File: src/rtl/nearest_palette_color_search_core_macros.svh
// Assertion macros shared by the nearest palette colour search RTL.
// Expects signals clk and rst_n in the scope of each use.
`ifndef NEAREST_PALETTE_COLOR_SEARCH_CORE_MACROS_SVH
`define NEAREST_PALETTE_COLOR_SEARCH_CORE_MACROS_SVH
`ifndef ASSERT_OFF
`define NPCS_ASSERT(lbl, prop, msg) \
  lbl: assert property (@(posedge clk) disable iff (!rst_n) prop) else $error(msg);
`define NPCS_ASSERT_RST(lbl, prop, msg) \
  lbl: assert property (@(posedge clk) prop) else $error(msg);
`else
`define NPCS_ASSERT(lbl, prop, msg)
`define NPCS_ASSERT_RST(lbl, prop, msg)
`endif
`endif

File: src/rtl/npcs_pkg.sv
// Package for the nearest palette colour search core: widths, codes, types, helpers.
// No dependencies.
`timescale 1ns / 1ps
package npcs_pkg;

  localparam int CH_W                = 8;
  localparam int IDX_W               = 8;
  localparam int DIST_W              = 10;
  localparam int FUNC_W              = 2;
  localparam int PALETTE_ENTRIES_DEF = 256;
  localparam int INDEX_REACH         = 256;
  localparam logic [CH_W-1:0] DARKEN_RESET = 8'd80;

  localparam logic [FUNC_W-1:0] FUNC_WRITE   = 2'd0;
  localparam logic [FUNC_W-1:0] FUNC_NEAREST = 2'd1;
  localparam logic [FUNC_W-1:0] FUNC_DARKEN  = 2'd2;

  typedef struct packed {
    logic [CH_W-1:0] red;
    logic [CH_W-1:0] green;
    logic [CH_W-1:0] blue;
  } npcs_rgb_t;

  typedef struct packed {
    logic             clear;
    logic             vld;
    logic             last;
    logic [IDX_W-1:0] idx;
  } npcs_scan_ctl_t;

  function automatic logic [CH_W-1:0] abs_diff(input logic [CH_W-1:0] a,
                                               input logic [CH_W-1:0] b);
    abs_diff = (a > b) ? (a - b) : (b - a);
  endfunction

  function automatic logic [CH_W-1:0] sat_sub(input logic [CH_W-1:0] v,
                                              input logic [CH_W-1:0] amt);
    sat_sub = (v > amt) ? (v - amt) : '0;
  endfunction

endpackage

File: src/rtl/npcs_dist_scan.sv
// Distance stage and running minimum of the palette scan.
// Depends on npcs_pkg.
`timescale 1ns / 1ps
module npcs_dist_scan import npcs_pkg::*; (
  input  logic             clk,
  input  logic             rst_n,
  input  npcs_scan_ctl_t   ctl,
  input  npcs_rgb_t        target,
  input  npcs_rgb_t        entry,
  output logic             done,
  output logic [IDX_W-1:0] best_index
);

  logic [DIST_W-1:0] dist_nxt;
  logic [DIST_W-1:0] s1_dist_r;
  logic [IDX_W-1:0]  s1_idx_r;
  logic              s1_vld_r;
  logic              s1_last_r;
  logic [DIST_W-1:0] best_dist_r;
  logic [IDX_W-1:0]  best_idx_r;
  logic              done_r;

  assign dist_nxt = DIST_W'(abs_diff(entry.red, target.red))
                  + DIST_W'(abs_diff(entry.green, target.green))
                  + DIST_W'(abs_diff(entry.blue, target.blue));

  always_ff @(posedge clk) begin
    if (!rst_n) begin
      s1_vld_r <= 1'b0;
      done_r   <= 1'b0;
    end else begin
      s1_vld_r <= ctl.vld;
      done_r   <= s1_vld_r && s1_last_r;
    end
  end

  always_ff @(posedge clk) begin
    s1_dist_r <= dist_nxt;
    s1_idx_r  <= ctl.idx;
    s1_last_r <= ctl.last;
    if (ctl.clear) begin
      best_dist_r <= '1;
    end else if (s1_vld_r && (s1_dist_r < best_dist_r)) begin
      best_dist_r <= s1_dist_r;
      best_idx_r  <= s1_idx_r;
    end
  end

  assign done       = done_r;
  assign best_index = best_idx_r;

endmodule
File: config.mk
export PLATFORM = sky130hd
export DESIGN_NAME = npcs_dist_scan
export DESIGN_NICKNAME = d
export VERILOG_FILES = /design/src/rtl/nearest_palette_color_search_core_macros.svh /design/src/rtl/npcs_pkg.sv /design/src/rtl/npcs_dist_scan.sv
export SDC_FILE = /design/constraint.sdc
export NUM_CORES = 1
export LEC_CHECK = 0
export BUFFER_PORTS_ARGS = -buffer_cell sky130_fd_sc_hd__buf_2
export CAP_MARGIN = 15
export CORE_MARGIN = 2
export CORE_UTILIZATION = 52
export CTS_BUF_LIST = sky130_fd_sc_hd__clkbuf_4 sky130_fd_sc_hd__clkbuf_8 sky130_fd_sc_hd__clkbuf_16
export CTS_CLUSTER_DIAMETER = 200
export DETAILED_ROUTE_END_ITERATION = 8
export GPL_ROUTABILITY_DRIVEN = 0
export PLACE_DENSITY = 0.78
export SLEW_MARGIN = 25
export SYNTH_ARGS = -nofsm -noshare
export SYNTH_HDL_FRONTEND = slang
export SYNTH_SLANG_ARGS = --single-unit
File: constraint.sdc
create_clock -name clk -period 4 [get_ports clk]
set_input_delay 0.2 -clock clk [delete_from_list [all_inputs] [get_ports clk]]
set_output_delay 0.2 -clock clk [all_outputs]
set_load 0.005 [all_outputs]
==> results of run 1 <==
==> state kept, by name, summed over array words and instances, names as in the netlist <==
name,count
s1_vld_r,1
best_dist_r,10
best_index,8
s1_last_r,1
done,1
s1_dist_r,10
s1_idx_r,8
==> cells by family (layout without fill, tap and decap cells) <==
kind of cell               after synthesis  count (layout)  share of synthesized area, %
AOI/OAI and AO/OA                      102             102                          18.9
muxes                                   27              27                          7.07
DFF                                     39              39                          22.2
adders and majority gates               76              76                          27.4
buffers and inverters                   96             173                          10.1
xor gates and xnor gates                17              17                          3.84
and+or+nand+nor                         83              83                          10.4
==> through the flow <==
step,utilization (%),instances
after floorplan,-,440
after global placement,59.7,602
after detailed placement,59.7,602
after CTS,61.4,611
after global routing,62.1,616
final,62.1,616
==> layout make-up <==
class | instances | area share [%]
clock buffers | 5 | 1.53
clock inverters | 3 | 0.972
inverters | 79 | 6.58
multi-input cells | 305 | 58.2
flip-flops and latches | 39 | 19.1
well taps | 99 | 2.75
repair buffers | 86 | 10.8
==> placed cells by master, fill, tap and decap left out, types with 2 or more instances in the layout <==
cell           Yosys  routed
inv_1             79      79
buf_2              5      69
ha_1              61      61
dfxtp_1           31      31
a21oi_1           30      30
nor2_1            29      29
mux2i_1           24      24
nand2_1           20      20
a21o_1            18      18
fa_1              15      15
buf_4              1      11
xnor2_1            9       9
xor2_1             8       8
edfxtp_1           8       8
nand4_1            7       7
o21ai_0            7       7
a211oi_1           7       7
nand3_1            6       6
nand3b_1           6       6
a31oi_1            6       6
dlygate4sd3_1      0       6
o211ai_1           5       5
clkbuf_8           0       5
o21a_1             4       4
o22ai_1            3       3
nor2b_1            3       3
a21oi_4            2       2
or2_2              2       2
mux2_2             2       2
o221ai_1           2       2
and2_1             2       2
o311ai_0           2       2
a211o_1            2       2
and4_1             2       2
and3_1             2       2
a221oi_1           2       2
nor4_1             2       2
o21bai_1           2       2
==> worst max-delay path, delay by kind of cell <==
family	cells	cell delay, ns
fa+ha+maj	4	1.57
compound gates	7	1.42
buf+inv	4	0.29
mux	1	0.25
simple gates	2	0.18
==> repair_timing <==
action | in CTS | in global routing
resized for setup | 0 | 0
hold endpoints to repair | 1 | 5
hold buffers | 1 | 5
==> final timing paths <==
check / slack (ns) / start / end
hold reg to reg: 0.40 / s1_idx_r[5]$_DFF_P_ / best_index[5]$_DFFE_PP_
setup / recovery: 0.29 / entry[16] / s1_dist_r[9]$_DFF_P_
setup reg to reg: 1.80 / best_dist_r[5]$_SDFFE_PP1P_ / best_index[0]$_DFFE_PP_
hold / removal: 0.004 / ctl[4] / s1_idx_r[4]$_DFF_P_
==> power by group <==
group          internal [mW]  switching (mW)
Sequential             0.492          0.0425
Combinational          0.519           0.603
Clock                  0.185           0.136
==> layer usage <==
metal / routed length (um) / track usage (%) / vias to the layer above / part of all wire, %
li1: - / - / 1651 / -
met1: 3430 / 24.5 / 1498 / 43
met2: 4060 / 36.5 / 95 / 51
met3: 380 / 3.01 / 16 / 4.7
met4: 164 / 5.90 / 0 / 2.0
met5: 0 / 0 / - / 0
==> impl_metrics.py, run 1 <==
metrics = {
    "detailed_routing": {
        "dr.pass1.iters": 4,
        "drt_drc_violations_left": 0,
        "wirelength_um": 8030,
        "ant_nets": 0,
        "vias": 3260,
        "wl_per_cell_um": 13.0,
        "drt-initial-drc-count": 185,
        "vias_per_cell": 5.29,
    },
    "cts": {
        "cts-root-buf": "clkbuf_8",
        "h-tree-depth": 2,
        "cts_post_setup_buffers_inserted": 0,
        "cts.sinks": 39,
        "cts_tree": "built",
        "numCtsBuffers": 5,
        "cts_max_path_buffers": 2,
        "insertion_delay_ns": 0.30,
        "clkSlewWorstSetupHoldPaths_ns": 0.07,
    },
    "logic_synthesis": {
        "ys_seq_area_share_pct": 22.2,
        "syn-instance-count": 440,
        "async_flop_share_pct": 0,
        "synthTopCellsByCount": "inv_1, ha_1, dfxtp_1",
        "synth-main-ff-cell": "dfxtp_1",
        "synth_warnings": 0,
        "syn_nets": 577,
        "yosys-top-cells-area": "ha_1, dfxtp_1, fa_1",
        "syn_area_um2": 3880,
        "synth_edf_count": 8,
        "yosysMostFrequentCell": "inv_1",
        "syn_avg_cell_area_um2": 8.81,
        "synth_top_area_share_pct": 19.7,
        "yosys_register_bits": 39,
        "yosysTopAreaCell": "ha_1",
        "synth_cell_types": 51,
    },
    "power_and_ir_drop": {
        "powerDensity_nw_per_um2": 439,
        "vdd_ir_drop_max_v": 0.000247,
        "power_mw": 1.98,
        "p_leak_nw": 2.43,
    },
    "critical_path": {
        "crit_chain": "buf_2 > inv_1 > ha_1 > inv_1 > fa_1 > nand2_1 > a21oi_1 > a41o_1 > mux2_2 > o221ai_1 > fa_1 > inv_1 > fa_1 > a21o_1 > a21oi_1 > o21a_1 > nor2_1 > o21a_1",
        "slowest_delay_ns": 0.57,
        "reg2reg_depth": 6,
        "end_kind": "flip-flop",
        "worstPathMaxFanout": 6,
        "slowest_stage": "fa_1",
        "crit_arrival_ns": 3.90,
        "cp.required_ns": 4.19,
        "crit_type": "in -> reg",
        "crit_path_start_kind": "primary input",
    },
    "final_layout": {
        "fin_area_um2": 4500,
        "antenna-diode-count": 0,
        "multiInputGateArea_um2": 2620,
        "seq_area_um2": 861,
        "nets": 653,
        "layout-drive-gt1-share_pct": 19.3,
        "area_growth_pct": 16.2,
        "fillCellCount": 643,
    },
    "min_path": {
        "hold_class": "in -> reg",
        "whs_path_depth": 1,
    },
    "floorplan": {
        "die_h_um": 90.3,
        "die_w_um": 90.3,
        "initial_core_util_pct": 53.4,
        "die_area_um2": 8160,
        "pin_count": 70,
        "coreArea_um2": 7250,
        "rows": 31,
    },
    "place": {
        "numPortBuffers": 69,
        "place_area_um2": 4330,
        "place_hpwl_um": 6770,
        "pre_cts_slack_ns": -0.00598,
    },
    "run_status": {
        "outcome": "finished clean",
    },
    "global_routing": {
        "grt_pass1_wl_um": 13900,
        "grt_pass1_vias": 3204,
        "antenna_found_initial": 0,
        "grt_max_degree": 22,
        "gr-total-overflow": 0,
        "grt.total_usage_pct": 20.1,
    },
    "sta": {
        "skew_ns": 0.00867,
        "finalCritPeriodShare_pct": 92.8,
        "final.setup.tns_ns": 0,
        "hold_ws_ns": 0.00425,
        "finalHoldViolations": 0,
        "slew_viol_final": 0,
        "setup_ws_ns": 0.289,
        "max_slew_margin_pct": 49.4,
        "rsz0062_at_grt": "false",
        "max_freq_mhz": 269,
        "tightest_slew_ns": 0.750,
        "setup_viol": 0,
        "period_needed_ns": 3.71,
    },
    "run": {
        "maxCapViolations": 0,
    },
}
(Power assumes the default switching activity.)
==> inputs of run 2 (changes only) <==
BUFFER_PORTS_ARGS = unset   (was -buffer_cell sky130_fd_sc_hd__buf_2)
CORE_UTILIZATION = 59   (was 52)
DONT_BUFFER_PORTS = 1   (was unset)
HOLD_SLACK_MARGIN = 0.1   (was unset)
==> impl_metrics.py, run 2 (same netlist as run 1, synthesis figures left out) <==
metrics = {
    "critical_path": {
        "cp.required_ns": 4.17,
        "crit_arrival_ns": 3.83,
        "end_kind": "flip-flop",
        "worstPathMaxFanout": 5,
        "crit_path_start_kind": "primary input",
        "crit_type": "in -> reg",
    },
    "final_layout": {
        "multiInputGateArea_um2": 2620,
        "area_growth_pct": 7.39,
        "seq_area_um2": 861,
        "final_cell_mix": "inv_1, ha_1, dfxtp_1",
        "fillCellCount": 500,
        "instances_no_fill": 530,
        "layout-drive-gt1-share_pct": 6.40,
        "mostFrequentLayoutCell": "inv_1",
        "antenna-diode-count": 0,
        "nets": 589,
        "top_regs": "best_dist_r x10, s1_dist_r x10",
    },
    "floorplan": {
        "initial_core_util_pct": 61.0,
        "pin_count": 70,
        "die_w_um": 85.1,
        "rows": 29,
        "die_area_um2": 7230,
        "die_h_um": 85.1,
        "coreArea_um2": 6350,
    },
    "power_and_ir_drop": {
        "powerDensity_nw_per_um2": 444,
        "vdd_ir_drop_max_v": 0.000388,
        "power_mw": 1.85,
        "p_leak_nw": 2.16,
    },
    "global_routing": {
        "grt.total_usage_pct": 21.0,
        "grt_pass1_vias": 3037,
        "grt_max_degree": 15,
        "gr-total-overflow": 0,
        "antenna_found_initial": 0,
        "grt_pass1_wl_um": 12700,
    },
    "detailed_routing": {
        "dr.pass1.iters": 4,
        "ant_nets": 0,
        "wl_per_cell_um": 14.4,
        "drt_drc_violations_left": 0,
        "wirelength_um": 7610,
        "vias": 3017,
        "drt-initial-drc-count": 148,
        "vias_per_cell": 5.69,
    },
    "sta": {
        "hold_ws_ns": 0.0956,
        "max_freq_mhz": 273,
        "tightest_slew_ns": 0.629,
        "max_slew_margin_pct": 58.0,
        "finalCritPeriodShare_pct": 91.4,
        "setup_viol": 0,
        "setup_ws_ns": 0.342,
        "slew_viol_final": 0,
        "final.setup.tns_ns": 0,
        "skew_ns": 0.00501,
        "period_needed_ns": 3.66,
        "finalHoldViolations": 0,
        "rsz0062_at_grt": "false",
    },
    "cts": {
        "insertion_delay_ns": 0.29,
        "clkSlewWorstSetupHoldPaths_ns": 0.07,
        "h-tree-depth": 2,
        "numCtsBuffers": 5,
        "cts_max_path_buffers": 2,
        "cts-root-buf": "clkbuf_8",
        "cts_post_setup_buffers_inserted": 0,
        "cts.sinks": 39,
        "cts_tree": "built",
    },
    "run": {
        "maxCapViolations": 0,
    },
    "place": {
        "pre_cts_slack_ns": 0.0425,
        "place_hpwl_um": 6160,
        "numPortBuffers": 0,
        "dp.cells": 509,
    },
    "min_path": {
        "hold_class": "in -> reg",
    },
    "run_status": {
        "outcome": "finished clean",
    },
}
[run 2: timing repair]
| action | in CTS | in global routing |
|---|---|---|
| endpoints found under the setup margin | 0 | 0 |
| resized for setup | 0 | 0 |
| endpoints found under the hold margin | 18 | 0 |
| hold buffers | 13 | 0 |
[run 2: path summary, 6_finish.rpt]
check,start,endpoint,slack (ns),cells after the start
setup / recovery,entry[16],s1_dist_r[7]$_DFF_P_,0.34,18
hold / removal,ctl[10],best_dist_r[0]$_SDFFE_PP1P_,0.1,2
setup reg to reg,best_dist_r[5]$_SDFFE_PP1P_,best_index[4]$_DFFE_PP_,1.83,6
hold reg to reg,s1_idx_r[3]$_DFF_P_,best_index[3]$_DFFE_PP_,0.41,0
[run 2: critical path, stage by stage]
cell      delay (ns)
inv_1           0.03
ha_1            0.15
inv_1           0.06
fa_1            0.37
nand2_1         0.12
a21oi_1         0.13
a41o_1          0.31
nand2_1         0.20
mux2i_1         0.16
fa_1            0.55
inv_1           0.04
ha_1            0.21
fa_1            0.41
a21o_1          0.20
a21oi_1         0.27
o21bai_1        0.11
a211oi_1        0.26
nor2_1          0.07
[run 2: cell type report]
class                           count  share of cell area (%)
Multi-Input combinational cell    305                    63.0
Sequential cell                    39                    20.7
Inverter                           79                    7.12
Timing Repair Buffer               22                    4.75
Tap cell                           77                    2.31
Clock buffer                        6                    1.83
Clock inverter                      2                   0.301
[run 2: through the flow]
step                      utilization, %  area (um^2)
after floorplan                        -         3880
after global placement              62.1         3940
after detailed placement            62.1         3940
after CTS                           65.6         4160
after global routing                65.6         4160
final                               65.6         4160
[run 2: per-layer routing]
layer  wire length [um]  share of wire, %  up-vias  GRT usage (%)
met5                  0                 0        -              0
li1                   -                 -     1519              -
met2               3900                51       78           39.1
met3                314               4.1       14           2.82
met4                167               2.2        0           7.07
met1               3230                42     1406           24.6
[run 2: power by group]
group	total (mW)	internal [mW]	switching (mW)
clock network	0.256	0.128	0.128
logic	1.06	0.488	0.573
registers	0.534	0.492	0.0417
